File: src/sv/sat_pkg.sv
`default_nettype none
// ---------------------------------------------------------------------------
// sat_pkg
// Types and constants shared by the station activity table modules.
// ---------------------------------------------------------------------------
package sat_pkg;

   localparam int TABLE_ENTRIES = 64;
   localparam int IDX_W         = $clog2(TABLE_ENTRIES);
   localparam int FILL_W        = $clog2(TABLE_ENTRIES + 1);
   localparam int ENTRY_IDX_W   = 6;

   localparam int FLAG_W        = 3;
   localparam int FLAG_SWITCHED = 0;
   localparam int FLAG_AP       = 1;
   localparam int FLAG_PROBING  = 2;

   typedef enum logic [1:0] {
      ST_IGNORED = 2'd0,
      ST_UPDATED = 2'd1,
      ST_CREATED = 2'd2,
      ST_FULL    = 2'd3
   } status_type;

   typedef enum logic [1:0] {
      CS_IDLE,
      CS_SCAN,
      CS_FINISH
   } ctl_state_type;

   typedef struct packed {
      logic               source_valid;
      logic [47:0]        station_address;
      logic               power_valid;
      logic signed [7:0]  signal_power;
      logic               freq_valid;
      logic [15:0]        channel_frequency;
      logic               beacon_frame;
      logic               probe_frame;
      logic [31:0]        timestamp;
   } req_type;

   typedef struct packed {
      logic [1:0]             status;
      logic [ENTRY_IDX_W-1:0] entry_index;
      logic [31:0]            packet_count;
      logic signed [7:0]      power_avg;
      logic                   chan_switched;
      logic                   is_access_point;
      logic                   probe_seen;
   } rsp_type;

   typedef struct packed {
      logic [47:0]       address;
      logic [31:0]       packets;
      logic [31:0]       seen_time;
      logic signed [7:0] average;
      logic [15:0]       frequency;
      logic [FLAG_W-1:0] flags;
   } slot_type;

   typedef struct packed {
      logic load;
      logic scan;
      logic finish;
   } sat_cmd_type;

   typedef struct packed {
      logic src_valid;
      logic hit;
      logic miss_done;
      logic out_free;
   } sat_sts_type;

endpackage
`default_nettype wire

File: src/sv/sat_ctrl.sv
`default_nettype none
// ---------------------------------------------------------------------------
// sat_ctrl
// Sequencer: accept a transaction, scan the table, then finish the update.
// ---------------------------------------------------------------------------
module sat_ctrl (
   input  wire logic                 clock,
   input  wire logic                 reset,
   input  wire logic                 req_valid,
   output logic                      req_stall,
   input  wire sat_pkg::sat_sts_type sts,
   output sat_pkg::sat_cmd_type      cmd
);
   import sat_pkg::*;

   ctl_state_type state_ff;
   ctl_state_type state_in;

   always_ff @(posedge clock) begin
      if (reset) begin
         state_ff <= CS_IDLE;
      end else begin
         state_ff <= state_in;
      end
   end

   always_comb begin
      state_in = state_ff;
      cmd      = '0;
      case (state_ff)
         CS_IDLE: begin
            if (req_valid) begin
               cmd.load = 1'b1;
               state_in = CS_SCAN;
            end
         end
         CS_SCAN: begin
            cmd.scan = 1'b1;
            if (!sts.src_valid || sts.hit || sts.miss_done) begin
               state_in = CS_FINISH;
            end
         end
         CS_FINISH: begin
            if (sts.out_free) begin
               cmd.finish = 1'b1;
               state_in   = CS_IDLE;
            end
         end
         default: begin
            state_in = CS_IDLE;
         end
      endcase
   end

   assign req_stall = (state_ff != CS_IDLE);

endmodule
`default_nettype wire

File: config.mk
export PLATFORM = sky130hd
export DESIGN_NAME = sat_ctrl
export DESIGN_NICKNAME = d
export VERILOG_FILES = /design/src/sv/sat_pkg.sv /design/src/sv/sat_ctrl.sv
export SDC_FILE = /design/constraint.sdc
export NUM_CORES = 1
export LEC_CHECK = 0
export BUFFER_PORTS_ARGS = -buffer_cell sky130_fd_sc_hd__buf_2
export CORE_AREA = 2 2 39 41
export CTS_BUF_LIST = sky130_fd_sc_hd__clkbuf_8
export CTS_CLUSTER_DIAMETER = 40
export CTS_CLUSTER_SIZE = 24
export DETAILED_ROUTE_END_ITERATION = 7
export DIE_AREA = 0 0 41 43
export SLEW_MARGIN = 20
export SYNTH_ARGS = -nofsm -noshare
export SYNTH_HDL_FRONTEND = slang
export SYNTH_SLANG_ARGS = --single-unit
File: constraint.sdc
create_clock -name clock -period 1.4 [get_ports clock]
set_clock_uncertainty 0.1 [all_clocks]
set_input_delay 0.28 -clock clock [delete_from_list [all_inputs] [get_ports clock]]
set_output_delay 0.28 -clock clock [all_outputs]
set_load 0.02 [all_outputs]
# Yosys cells after proc, flatten, opt, wreduce, memory -nomap -nowiden

Cells that the tools add are included.

Output and inout bits: 4
Input port bits: 7
Bits in registers: 2

Reductions and logical operators: 6
Multiplexer cells: 9
Equal/unequal tests: 5

Operator list:

| cell                                          | number |
|---|---|
| 2-to-1 mux 2 bit                              | 3 |
| != test 2 bit, second input constant          | 3 |
| one-hot mux 2 bit (3 select lines)            | 1 |
| 2-to-1 mux 1 bit                              | 5 |
| AND reduction 3 bit                           | 1 |
| == test 2 x 1 -> 1 bit, second input constant | 1 |
| == test 2 bit, second input constant          | 1 |
| zero test 2 bit                               | 1 |
| logical OR 1 bit                              | 2 |
| nonzero test 2 bit                            | 1 |
| zero test 1 bit                               | 1 |

# Depth between registers and ports, before layout

Depth in word-level cells: 5
Gate-level depth with buffers: 2
Depth with buffers taken out: 2

# Worst setup path after synthesis

Ideal clock, no wire load.

Kind: flip-flop to output port
From: register state_ff[0]
To: output cmd[2] (netlist name)
Arrival: 994 ps
Setup slack: 26 ps
Stages on the path, launching flop included: 3
Cells stage by stage: dfxtp_1 or2_2 nor2_1

RTL lines:

| item                   | RTL line       | source |
|---|---|---|
| start, declared        | sat_ctrl.sv:16 | `ctl_state_type state_ff;` |
| start signal, assigned | sat_ctrl.sv:23 | `state_ff <= state_in;` |
| end, declared          | sat_ctrl.sv:12 | `output sat_pkg::sat_cmd_type cmd` |

==> results.json <==
{
  "outcome": "complete, no violations",
  "fmax_mhz": 734,
  "clk_pin_slew_ps": 30,
  "ios": 11,
  "viasPerCell": 3.38,
  "cts_tree": "built",
  "grt_remaining_overflow": 0,
  "yosys.area.top_type": "dfxtp_1",
  "design.core.area_um2": 1380,
  "antenna_found_initial": 0,
  "vias": 152,
  "hold_viol": 0,
  "largest_register": "state_ff",
  "port_buffers": 10,
  "irDropWorstVdd_v": 0.000194,
  "placedCellCount": 41,
  "nNetsFinal": 38,
  "crit_chain": "or2_4 > nor2_4 > buf_6",
  "synth.distinct_cells": 12,
  "insertion_delay_ps": 210,
  "hold_depth": 3,
  "layoutNonFillerInstCount": 45,
  "reg2regPathDepth": 3,
  "cts-root-to-sink-buffers": 2,
  "clock-root-buffer": "clkbuf_8",
  "path_class": "register to output port",
  "synth.top_cell.area_share_pct": 31.1,
  "seq_area_frac_synth_pct": 31.1,
  "htree_num_levels": 1,
  "p_per_area_nw_per_um2": 1350,
  "worst_path_max_delay_cell": "dfxtp_4",
  "areaGrowthSynthToFinish_pct": 103,
  "final_max_slew_viol_count": 0,
  "drive_gt1_share_pct": 65.5,
  "cp_data_required_time_ps": 1020,
  "drc": 0,
  "top_regs": "state_ff x2",
  "antenna_cells": 0,
  "power.leakage_nw": 0.125,
  "wl_per_cell_um": 7.93,
  "fin_crit_sh_pct": 97.3,
  "grt_pass1_vias": 145,
  "async_reset_ff_share_pct": 0,
  "synthCells": 16,
  "cts_buffers": 3,
  "wl_um": 357,
  "layout_min_cycle_time_ps": 1360,
  "first_pass_iters": 4,
  "syn_area_um2": 129,
  "rsz0062_at_grt": "yes",
  "synth-seq-cells": 2,
  "totalPowerFinal_w": 0.000352,
  "setup_viol_count_final": 0,
  "ys.flop_type": "dfxtp_1",
  "hold_class": "input port to register",
  "clock-sinks": 2,
  "synth-edff-count": 0,
  "avgSynthCellArea_um2": 8.05,
  "end_kind": "output port",
  "grt_pass1_wl_um": 503,
  "routabilityCongestion": 0.506,
  "largest_reg_flops": 2,
  "max_cap_violations": 0,
  "yosys_warnings": 0,
  "path_max_fanout": 2,
  "start_util_pct": 9.31,
  "synth_nets": 23,
  "worstSetupStartpointType": "register",
  "postRouteAntennaNets": 0,
  "grt_usage_pct": 5.11,
  "worst_pin_slew_ps": 274,
  "die_h_um": 43,
  "post-synth-top-count-cell": "nor2_1",
  "arrival_ps": 980,
  "slew_headroom_pct": 81.5,
  "die_area_um2": 1760,
  "filler_cell_count": 161,
  "hpwlAfterDp_um": 230,
  "detail_route.iter0.violations": 2,
  "grt_max_degree": 8,
  "yosys-top-cells-count": "nor2_1, dfxtp_1, or3b_1",
  "dieWidth_um": 41,
  "slowest_delay_ps": 330,
  "rows": 14,
  "ctsHoldBuffers": 0,
  "yosys-top-cells-area": "dfxtp_1, or3b_1, nor2_1"
}
where the power goes:
group	internal [W]	switching [W]	total, W
Clock	0.000182	0.0000436	0.000225
Sequential	0.0000616	0.00000390	0.0000655
Combinational	0.0000315	0.0000299	0.0000614
cells in the final DEF (no fill, tap or decap):
cell	n
nor2_1	2
clkbuf_8	3
nor4b_1	1
or4b_1	1
or2_4	1
buf_2	9
nor2_4	1
a31o_2	1
nand2_1	1
buf_4	1
or3b_1	2
dfxtp_4	1
inv_1	1
nor2b_1	1
dfxtp_2	1
buf_6	1
o21ai_0	1
stage by stage:
| stage | setup WS [ps] | util, % | hold slack (ps) | cell area (um2) | setup TNS (ps) |
|---|---|---|---|---|---|
| detailed placement | 137 | 13.8 | 497 | 191 | 0 |
| floorplan | 25.6 | - | 361 | 129 | 0 |
| finish | 37.9 | 18.9 | 289 | 262 | 0 |
| global placement | 147 | 13.8 | 472 | 191 | 0 |
| global route | -6.18 | 18.9 | 297 | 262 | -6.18 |
| CTS | 1.62 | 18.1 | 281 | 250 | 0 |
timing repair:
action | in CTS | in global routing
resized for setup | 5 | 3
endpoints found under the setup margin | 2 | 1
pin swaps | 1 | 1
setup buffers | 1 | 0
cell type report:
cell class,count,area [um2],area share (%)
multi-input cells,12,87.6,33.5
repair buffers,11,63.8,24.4
flip-flops and latches,2,45.0,17.2
clock buffers,3,41.3,15.8
well taps,16,20.0,7.66
inverters,1,3.75,1.44
cell families after synthesis:
group                  count (synthesis)  synth area share (%)
AOI/OAI and AO/OA                      2                  10.7
DFF                                    2                  31.1
and+or+nand+nor                       10                  49.5
buffers and inverters                  2                  8.74
per-layer routing:
metal / track usage (%) / up-vias / wire [um]
li1: - / 81 / -
met1: 4.15 / 65 / 142
met2: 6.25 / 6 / 186
met3: 1.57 / 0 / 28
met4: 10.0 / 0 / 0
met5: 0 / - / 0
worst paths after layout:
check,startpoint,to,slack [ps]
worst max register to register,state_ff[0],state_ff[0],160
worst max-delay path,state_ff[0],cmd[2],40
worst min-delay path,reset,state_ff[0],290
worst min register to register,state_ff[1],state_ff[0],490
worst max-delay path, delay by kind of cell (launching register included):
family | cells | cell delay [ps]
buf+inv | 1 | 110
flops | 1 | 330
simple gates | 2 | 330
No activity file was read; power rests on OpenSTA's default activity.
